<file path="config.mk">
export PLATFORM = sky130hd
export DESIGN_NAME = stable_priority_queue
export DESIGN_NICKNAME = d
export VERILOG_FILES = /design/src/rtl/spq_pkg.sv /design/src/rtl/spq_cell.sv /design/src/rtl/stable_priority_queue.sv
export SDC_FILE = /design/constraint.sdc
export NUM_CORES = 2
export LEC_CHECK = 0
export ABC_AREA = 1
export BUFFER_PORTS_ARGS = -buffer_cell sky130_fd_sc_hd__buf_2
export CAP_MARGIN = 20
export CELL_PAD_IN_SITES_DETAIL_PLACEMENT = 1
export CELL_PAD_IN_SITES_GLOBAL_PLACEMENT = 1
export CORE_AREA = 3 3 329 331
export DETAILED_ROUTE_END_ITERATION = 12
export DIE_AREA = 0 0 332 334
export PLACE_DENSITY_LB_ADDON = 0.1
export SYNTH_ARGS = -nofsm -noshare
export SYNTH_HDL_FRONTEND = slang
export SYNTH_HIERARCHICAL = 1
export SYNTH_SLANG_ARGS = --single-unit
</file>
<file path="constraint.sdc">
create_clock -name clock -period 5.65 [get_ports clock]
set_clock_uncertainty 0.1 [all_clocks]
set_input_delay 0.2825 -clock clock [delete_from_list [all_inputs] [get_ports clock]]
set_output_delay 0.2825 -clock clock [all_outputs]
set_load 0.005 [all_outputs]
</file>
<file path="src/rtl/spq_pkg.sv">
// Shared constants and types for the stable priority queue.
`default_nettype none

package spq_pkg;

   localparam int DEPTH_DEF      = 16;
   localparam int DATA_WIDTH_DEF = 32;
   localparam int PRIO_WIDTH_DEF = 8;

   localparam int OP_W     = 2;
   localparam int VALUE_W  = 32;
   localparam int PRIO_W   = 8;
   localparam int STATUS_W = 2;
   localparam int COUNT_W  = 5;

   localparam logic [OP_W-1:0] OP_PUSH  = 2'd0;
   localparam logic [OP_W-1:0] OP_POP   = 2'd1;
   localparam logic [OP_W-1:0] OP_CLEAR = 2'd2;

   localparam logic [STATUS_W-1:0] STATUS_OK        = 2'd0;
   localparam logic [STATUS_W-1:0] STATUS_POP_EMPTY = 2'd1;
   localparam logic [STATUS_W-1:0] STATUS_PUSH_FULL = 2'd2;

   // Shift command broadcast to every cell.
   typedef struct packed {
      logic push;
      logic pop;
   } cell_ctrl_type;

   // What a cell reports about itself for the incoming priority.
   typedef struct packed {
      logic occupied;
      logic ge;
   } cell_stat_type;

endpackage

`default_nettype wire

</file>
<file path="src/rtl/spq_cell.sv">
// One storage cell of the sorted queue: holds an entry and shifts with its neighbors.
`default_nettype none

module spq_cell #(
   parameter int INDEX      = 0,
   parameter int CNT_W      = 5,
   parameter int DATA_WIDTH = 32,
   parameter int PRIO_WIDTH = 8
) (
   input  wire                        clock,
   input  spq_pkg::cell_ctrl_type     ctrl,
   input  wire  [CNT_W-1:0]           count,
   input  wire  [DATA_WIDTH-1:0]      new_value,
   input  wire  [PRIO_WIDTH-1:0]      new_prio,
   input  wire                        left_ge,
   input  wire  [DATA_WIDTH-1:0]      left_value,
   input  wire  [PRIO_WIDTH-1:0]      left_prio,
   input  wire  [DATA_WIDTH-1:0]      right_value,
   input  wire  [PRIO_WIDTH-1:0]      right_prio,
   output spq_pkg::cell_stat_type     stat,
   output logic [DATA_WIDTH-1:0]      value,
   output logic [PRIO_WIDTH-1:0]      prio,
   output logic [DATA_WIDTH-1:0]      value_next
);
   import spq_pkg::*;

   logic [DATA_WIDTH-1:0] value_ff;
   logic [DATA_WIDTH-1:0] value_in;
   logic [PRIO_WIDTH-1:0] prio_ff;
   logic [PRIO_WIDTH-1:0] prio_in;

   assign stat.occupied = (CNT_W'(INDEX) < count);
   assign stat.ge       = stat.occupied && (prio_ff >= new_prio);

   always_comb begin
      value_in = value_ff;
      prio_in  = prio_ff;
      if (ctrl.push) begin
         if (!stat.ge) begin
            // first cell below the new priority takes the item, the rest shift back
            if (left_ge || (INDEX == 0)) begin
               value_in = new_value;
               prio_in  = new_prio;
            end else begin
               value_in = left_value;
               prio_in  = left_prio;
            end
         end
      end else if (ctrl.pop) begin
         value_in = right_value;
         prio_in  = right_prio;
      end
   end

   always_ff @(posedge clock) begin
      value_ff <= value_in;
      prio_ff  <= prio_in;
   end

   assign value      = value_ff;
   assign prio       = prio_ff;
   assign value_next = value_in;

endmodule

`default_nettype wire

</file>
<file path="src/rtl/stable_priority_queue.sv">
// A response is registered and appears in the cycle after its request is accepted.
// Throughput: one push, pop or clear per cycle while rsp_ready stays high; every cell
// compares against the incoming priority in parallel and shifts in the same cycle.
// Reset clears the entry count and the response valid; cell contents stay undefined
// until written and are never read while unoccupied.
`default_nettype none

module stable_priority_queue #(
   parameter int DEPTH      = spq_pkg::DEPTH_DEF,
   parameter int DATA_WIDTH = spq_pkg::DATA_WIDTH_DEF,
   parameter int PRIO_WIDTH = spq_pkg::PRIO_WIDTH_DEF
) (
   input  wire                                  clock,
   input  wire                                  reset,
   input  wire                                  req_valid,
   output logic                                 req_ready,
   input  wire         [spq_pkg::OP_W-1:0]      req_operation,
   input  wire  signed [spq_pkg::VALUE_W-1:0]   req_value,
   input  wire         [spq_pkg::PRIO_W-1:0]    req_priority_req,
   output logic                                 rsp_valid,
   input  wire                                  rsp_ready,
   output logic        [spq_pkg::STATUS_W-1:0]  rsp_status,
   output logic signed [spq_pkg::VALUE_W-1:0]   rsp_popped_value,
   output logic signed [spq_pkg::VALUE_W-1:0]   rsp_head_value,
   output logic signed [spq_pkg::VALUE_W-1:0]   rsp_tail_value,
   output logic        [spq_pkg::COUNT_W-1:0]   rsp_count
);
   import spq_pkg::*;

   localparam int CNT_W = $clog2(DEPTH + 1);

   logic                  accept;
   logic [DATA_WIDTH-1:0] new_value;
   logic [PRIO_WIDTH-1:0] new_prio;
   logic                  full;
   logic                  empty;
   logic                  any_lt;
   cell_ctrl_type         ctrl;
   logic [STATUS_W-1:0]   status;

   logic [CNT_W-1:0]      count_ff;
   logic [CNT_W-1:0]      count_in;
   logic [DATA_WIDTH-1:0] tail_ff;
   logic [DATA_WIDTH-1:0] tail_in;

   logic                  rsp_valid_ff;
   logic                  rsp_valid_in;
   logic [STATUS_W-1:0]   status_ff;
   logic [VALUE_W-1:0]    popped_ff;
   logic [VALUE_W-1:0]    popped_in;
   logic [VALUE_W-1:0]    head_ff;
   logic [VALUE_W-1:0]    head_in;
   logic [VALUE_W-1:0]    tail_out_ff;
   logic [VALUE_W-1:0]    tail_out_in;
   // count reported with the response, captured at acceptance
   logic [CNT_W-1:0]      count_rsp_ff;

   cell_stat_type         cell_stat  [DEPTH];
   logic [DATA_WIDTH-1:0] cell_value [DEPTH];
   logic [PRIO_WIDTH-1:0] cell_prio  [DEPTH];
   logic [DATA_WIDTH-1:0] cell_next  [DEPTH];
   logic [DEPTH-1:0]      lt_vec;

   assign req_ready = !rsp_valid_ff || rsp_ready;
   assign accept    = req_valid && req_ready;
   assign new_value = DATA_WIDTH'($unsigned(req_value));
   assign new_prio  = PRIO_WIDTH'(req_priority_req);
   assign full      = (count_ff == CNT_W'(DEPTH));
   assign empty     = (count_ff == '0);

   always_comb begin
      ctrl     = '0;
      status   = STATUS_OK;
      count_in = count_ff;
      if (accept) begin
         unique case (req_operation)
            OP_PUSH: begin
               if (full) begin
                  status = STATUS_PUSH_FULL;
               end else begin
                  ctrl.push = 1'b1;
                  count_in  = count_ff + CNT_W'(1);
               end
            end
            OP_POP: begin
               if (empty) begin
                  status = STATUS_POP_EMPTY;
               end else begin
                  ctrl.pop = 1'b1;
                  count_in = count_ff - CNT_W'(1);
               end
            end
            OP_CLEAR: begin
               count_in = '0;
            end
            default: begin
            end
         endcase
      end
   end

   genvar i;
   generate
      for (i = 0; i < DEPTH; i++) begin : g_cell
         logic                  left_ge;
         logic [DATA_WIDTH-1:0] left_value;
         logic [PRIO_WIDTH-1:0] left_prio;
         logic [DATA_WIDTH-1:0] right_value;
         logic [PRIO_WIDTH-1:0] right_prio;

         if (i == 0) begin : g_first
            assign left_ge    = 1'b0;
            assign left_value = new_value;
            assign left_prio  = new_prio;
         end else begin : g_inner_left
            assign left_ge    = cell_stat[i-1].ge;
            assign left_value = cell_value[i-1];
            assign left_prio  = cell_prio[i-1];
         end

         if (i == DEPTH - 1) begin : g_last
            assign right_value = cell_value[i];
            assign right_prio  = cell_prio[i];
         end else begin : g_inner_right
            assign right_value = cell_value[i+1];
            assign right_prio  = cell_prio[i+1];
         end

         spq_cell #(
            .INDEX      (i),
            .CNT_W      (CNT_W),
            .DATA_WIDTH (DATA_WIDTH),
            .PRIO_WIDTH (PRIO_WIDTH)
         ) u_cell (
            .clock       (clock),
            .ctrl        (ctrl),
            .count       (count_ff),
            .new_value   (new_value),
            .new_prio    (new_prio),
            .left_ge     (left_ge),
            .left_value  (left_value),
            .left_prio   (left_prio),
            .right_value (right_value),
            .right_prio  (right_prio),
            .stat        (cell_stat[i]),
            .value       (cell_value[i]),
            .prio        (cell_prio[i]),
            .value_next  (cell_next[i])
         );

         assign lt_vec[i] = cell_stat[i].occupied && !cell_stat[i].ge;
      end
   endgenerate

   assign any_lt = |lt_vec;

   // tail only changes when a push lands behind every stored entry
   always_comb begin
      tail_in = tail_ff;
      if (ctrl.push && !any_lt) begin
         tail_in = new_value;
      end
   end

   always_comb begin
      popped_in   = ctrl.pop ? VALUE_W'(cell_value[0]) : '0;
      head_in     = (count_in != '0) ? VALUE_W'(cell_next[0]) : '0;
      tail_out_in = (count_in != '0) ? VALUE_W'(tail_in) : '0;
   end

   always_comb begin
      rsp_valid_in = rsp_valid_ff;
      if (accept) begin
         rsp_valid_in = 1'b1;
      end else if (rsp_ready) begin
         rsp_valid_in = 1'b0;
      end
   end

   always_ff @(posedge clock) begin
      if (reset) begin
         count_ff     <= '0;
         rsp_valid_ff <= 1'b0;
      end else begin
         count_ff     <= count_in;
         rsp_valid_ff <= rsp_valid_in;
      end
   end

   always_ff @(posedge clock) begin
      tail_ff <= tail_in;
      if (accept) begin
         status_ff    <= status;
         popped_ff    <= popped_in;
         head_ff      <= head_in;
         tail_out_ff  <= tail_out_in;
         count_rsp_ff <= count_in;
      end
   end

   assign rsp_valid        = rsp_valid_ff;
   assign rsp_status       = status_ff;
   assign rsp_popped_value = $signed(popped_ff);
   assign rsp_head_value   = $signed(head_ff);
   assign rsp_tail_value   = $signed(tail_out_ff);
   assign rsp_count        = COUNT_W'(count_rsp_ff);

endmodule

`default_nettype wire

</file>
==> impl_metrics.sql <==
INSERT INTO impl_metrics (metric_group, metric, value, unit) VALUES
('placement', 'dpl.hpwl', '129000', 'um'),
('sta', 'fin_hold_ws', '0.0497', 'ns'),
('drt', 'antenna_violating_nets_post_route', '0', ''),
('global_route', 'grt_util_all_layers', '34.4', '%'),
('sta', 'slew_at_the_pin_with_the_worst_max_slew_slack', '1.25', 'ns'),
('placement', 'place.detailed.instances', '8723', ''),
('global_route', 'overflow', '0', ''),
('sta', 'time_the_final_worst_path_needs_with_i_o_delays_and_setup', '4.33', 'ns'),
('die', 'fp.dieH', '334', 'um'),
('drt', 'drt_first_iter_violations', '4372', ''),
('clock_network', 'htreeDepth', '3', ''),
('drt', 'drt_wl_total', '196000', 'um'),
('layout', 'final_util', '54.0', '%'),
('global_route', 'grt_antenna_before_repair', '7', ''),
('pwr', 'internal_power', '13.5', 'mW'),
('worst_setup_path', 'slowest_stage_cell_on_the_critical_path', 'sky130_fd_sc_hd__dfxtp_1', ''),
('placement', 'portBuffers', '150', ''),
('die', 'fp-row-count', '119', ''),
('pwr', 'irDropWorstVdd', '0.277', 'mV'),
('worst_setup_path', 'path_buf_inv', '2', ''),
('clock_network', 'cts_root_buf', 'sky130_fd_sc_hd__clkbuf_16', ''),
('yosys', 'synth_fp_nets', '7740', ''),
('clock_network', 'cts-root-to-sink-buffers', '3', ''),
('sta', 'maxClockFrequency', '0.231', 'GHz'),
('clock_network', 'cts_buffers', '92', ''),
('pwr', 'combPwrFrac', '30.9', '%'),
('global_route', 'grt_max_degree', '247', ''),
('worst_setup_path', 'critical_path_arrival', '4.61', 'ns'),
('clock_network', 'cts_repair_resize_count', '0', ''),
('clock_network', 'clock_pin_slew_on_the_worst_setup_and_hold_paths', '0.06', 'ns'),
('worst_setup_path', 'critical-path-max-stage-delay', '0.91', 'ns'),
('sta', 'max-slew-margin-rel', '16.3', '%'),
('pwr', 'powerDensity', '391', 'nW/um2'),
('min_path', 'hold_class', 'in2reg', ''),
('drt', 'vias', '51385', ''),
('worst_setup_path', 'critical_path_peak_fanout', '34', ''),
('layout', 'number_of_nets_in_the_layout', '7608', ''),
('clock_network', 'clock_insertion_delay_worst_skew', '0.68', 'ns'),
('worst_setup_path', 'required', '5.93', 'ns'),
('yosys', 'yosysWarningCount', '6', ''),
('worst_setup_path', 'start_kind', 'flop', ''),
('worst_setup_path', 'critPathTopFamily', 'simple AND/OR/NAND/NOR gates', ''),
('pwr', 'power.static_leakage', '26.1', 'nW'),
('drt', 'wl_per_cell', '22.0', 'um'),
('yosys', 'synthesized_instance_count', '7564', ''),
('global_route', 'grt_first_pass_wirelength', '304000', 'um'),
('worst_setup_path', 'cp_cell_sequence', 'o21ai_0 -> nand2_2 -> nand2_4 -> inv_2 -> o22ai_1 -> nor2_1 -> nand2_1 -> nor2_2 -> buf_4 -> nand3_1 -> nand2_1 -> nor2_1', ''),
('pwr', 'share_seq_of_total_power', '41.2', '%'),
('placement', 'gp_routability_congestion', '0.852', ''),
('yosys', 'post_synth.cell_area_avg', '7.09', 'um2'),
('layout', 'area.sequential', '17900', 'um2'),
('die', 'die-area', '111000', 'um2'),
('drt', 'avg_vias_per_cell', '5.77', ''),
('flow_run', 'max-cap-violations', '0', ''),
('pwr', 'power_switching_share', '39.2', '%'),
('pwr', 'pwr-share-clk', '28.0', '%'),
('worst_setup_path', 'critical_path_class', 'reg2reg', ''),
('clock_network', 'tritoncts', 'yes', ''),
('worst_setup_path', 'setup.worst_path.end_class', 'flop', ''),
('die', 'start_util', '50.9', '%'),
('sta', 'hold_violations', '0', ''),
('sta', 'setup_repair_after_global_routing_missed_its_margin', 'false', ''),
('clock_network', 'post_cts.repair.setup_buffers', '0', ''),
('sta', 'slew_viol_final', '0', ''),
('layout', 'layout-area-overhead-vs-synth', '6.18', '%'),
('drt', 'dr.pass1.iters', '5', ''),
('clock_network', 'tritoncts_num_sinks', '781', ''),
('yosys', 'synth_area', '53600', 'um2'),
('die', 'design.core.area', '105000', 'um2'),
('layout', 'area_of_the_multi_input_gates', '28800', 'um2'),
('layout', 'fill_cells', '13767', ''),
('global_route', 'grt_pass1_vias', '52894', ''),
('sta', 'finalCritPeriodShare', '76.7', '%'),
('die', 'floorplan.die.width', '332', 'um'),
('drt', 'drt_drc_violations_left', '0', ''),
('layout', 'filler_free_cell_count_of_the_finished_design', '8905', ''),
('sta', 'setup_viol', '0', ''),
('layout', 'layout-drive-gt1-share', '13.1', '%'),
('pwr', 'switchingPower', '8.72', 'mW'),
('die', 'design.portCount', '151', ''),
('run_status', 'status', 'completed', ''),
('sta', 'finalSetupTns', '0', 'ns'),
('pwr', 'p_total', '22.3', 'mW');
## power by group through the flow
stage	Combinational, mW	Clock, mW	Sequential [mW]
after global placement	6.37	0	9.19
final	6.87	6.23	9.16
after detailed placement	6.74	0	9.21
after floorplan	5.21	0	8.47
after global routing	7.81	6.52	9.33
after CTS	6.83	6.31	9.12
## path summary, 6_finish.rpt
path | from | endpoint | slack [ns] | cells past startpoint
worst max-delay path | count_ff[2] | rsp_tail_value[31] | 1.32 | 12
worst min register to register | tail_ff[24] | tail_ff[24] | 0.43 | 4
worst max register to register | count_ff[2] | rsp_tail_value[31] | 1.32 | 12
worst min-delay path | req_operation[0] | rsp_status[0] | 0.05 | 5
## sequential cells by signal, indices dropped and copies added, names as in the netlist
name,cells
rsp_status,2
rsp_head_value,32
rsp_count,5
rsp_valid,1
rsp_popped_value,32
tail_ff,32
rsp_tail_value,32
g_cell.u_cell/prio,128
g_cell.u_cell/value,512
count_ff,5
## area by class of cell
cell class                      count  area share (%)
Antenna cell                        3          0.0132
Multi-Input combinational cell   5321            50.5
Timing Repair Buffer              260            3.04
Tap cell                         1391            3.06
Clock buffer                      132            4.68
Clock inverter                     41           0.727
Sequential cell                   781            31.5
Inverter                          976            6.44
## stage by stage
| step | instance area [um2] | setup slack (ns) |
|---|---|---|
| 6_report | 56900 | 1.32 |
| 2_1_floorplan | 53600 | 1.76 |
| 3_5_place_dp | 53800 | 1.35 |
| 3_3_place_gp | 53800 | 1.28 |
| 5_1_grt | 56900 | 1.11 |
| 4_1_cts | 56900 | 1.37 |
## worst register-to-register path: stages (launching register included)
cell,delay (ns)
sky130_fd_sc_hd__dfxtp_1,0.91
sky130_fd_sc_hd__o21ai_0,0.26
sky130_fd_sc_hd__nand2_2,0.73
sky130_fd_sc_hd__nand2_4,0.53
sky130_fd_sc_hd__inv_2,0.19
sky130_fd_sc_hd__o22ai_1,0.15
sky130_fd_sc_hd__nor2_1,0.16
sky130_fd_sc_hd__nand2_1,0.09
sky130_fd_sc_hd__nor2_2,0.16
sky130_fd_sc_hd__buf_4,0.38
sky130_fd_sc_hd__nand3_1,0.17
sky130_fd_sc_hd__nand2_1,0.16
sky130_fd_sc_hd__nor2_1,0.06
## placed cells by master, fill, tap and decap left out, types with 12 or more instances in the layout
cell and n:
sky130_fd_sc_hd__nand3_1 897, sky130_fd_sc_hd__o21ai_0 772, sky130_fd_sc_hd__a21oi_1 35, sky130_fd_sc_hd__nand2_2 293, sky130_fd_sc_hd__ha_1 130, sky130_fd_sc_hd__mux2i_1 480
sky130_fd_sc_hd__dfxtp_1 549, sky130_fd_sc_hd__nand3_2 173, sky130_fd_sc_hd__clkinv_2 17, sky130_fd_sc_hd__buf_4 90, sky130_fd_sc_hd__nand2_1 2164, sky130_fd_sc_hd__edfxtp_1 231
sky130_fd_sc_hd__buf_2 153, sky130_fd_sc_hd__inv_1 938, sky130_fd_sc_hd__inv_2 37, sky130_fd_sc_hd__nor2_4 12, sky130_fd_sc_hd__clkbuf_1 19, sky130_fd_sc_hd__nand2_4 22
sky130_fd_sc_hd__nor2_1 265, sky130_fd_sc_hd__clkbuf_8 16, sky130_fd_sc_hd__clkbuf_16 94, sky130_fd_sc_hd__nor2_2 14
## what timing repair did
item	4_1_cts	5_1_grt
setup endpoints to repair	0	0
hold endpoints to repair	7	0
hold buffers	3	0
## per-layer routing
metal  up-vias  wire length, um  track usage [%]
li1      23997                -                -
met4         0            10200             16.8
met2      1638            91900             58.0
met1     25280            82900             44.0
met3       470            10600             3.72
met5         -                0                0
Note: power is estimated with default switching activity, not from simulation.
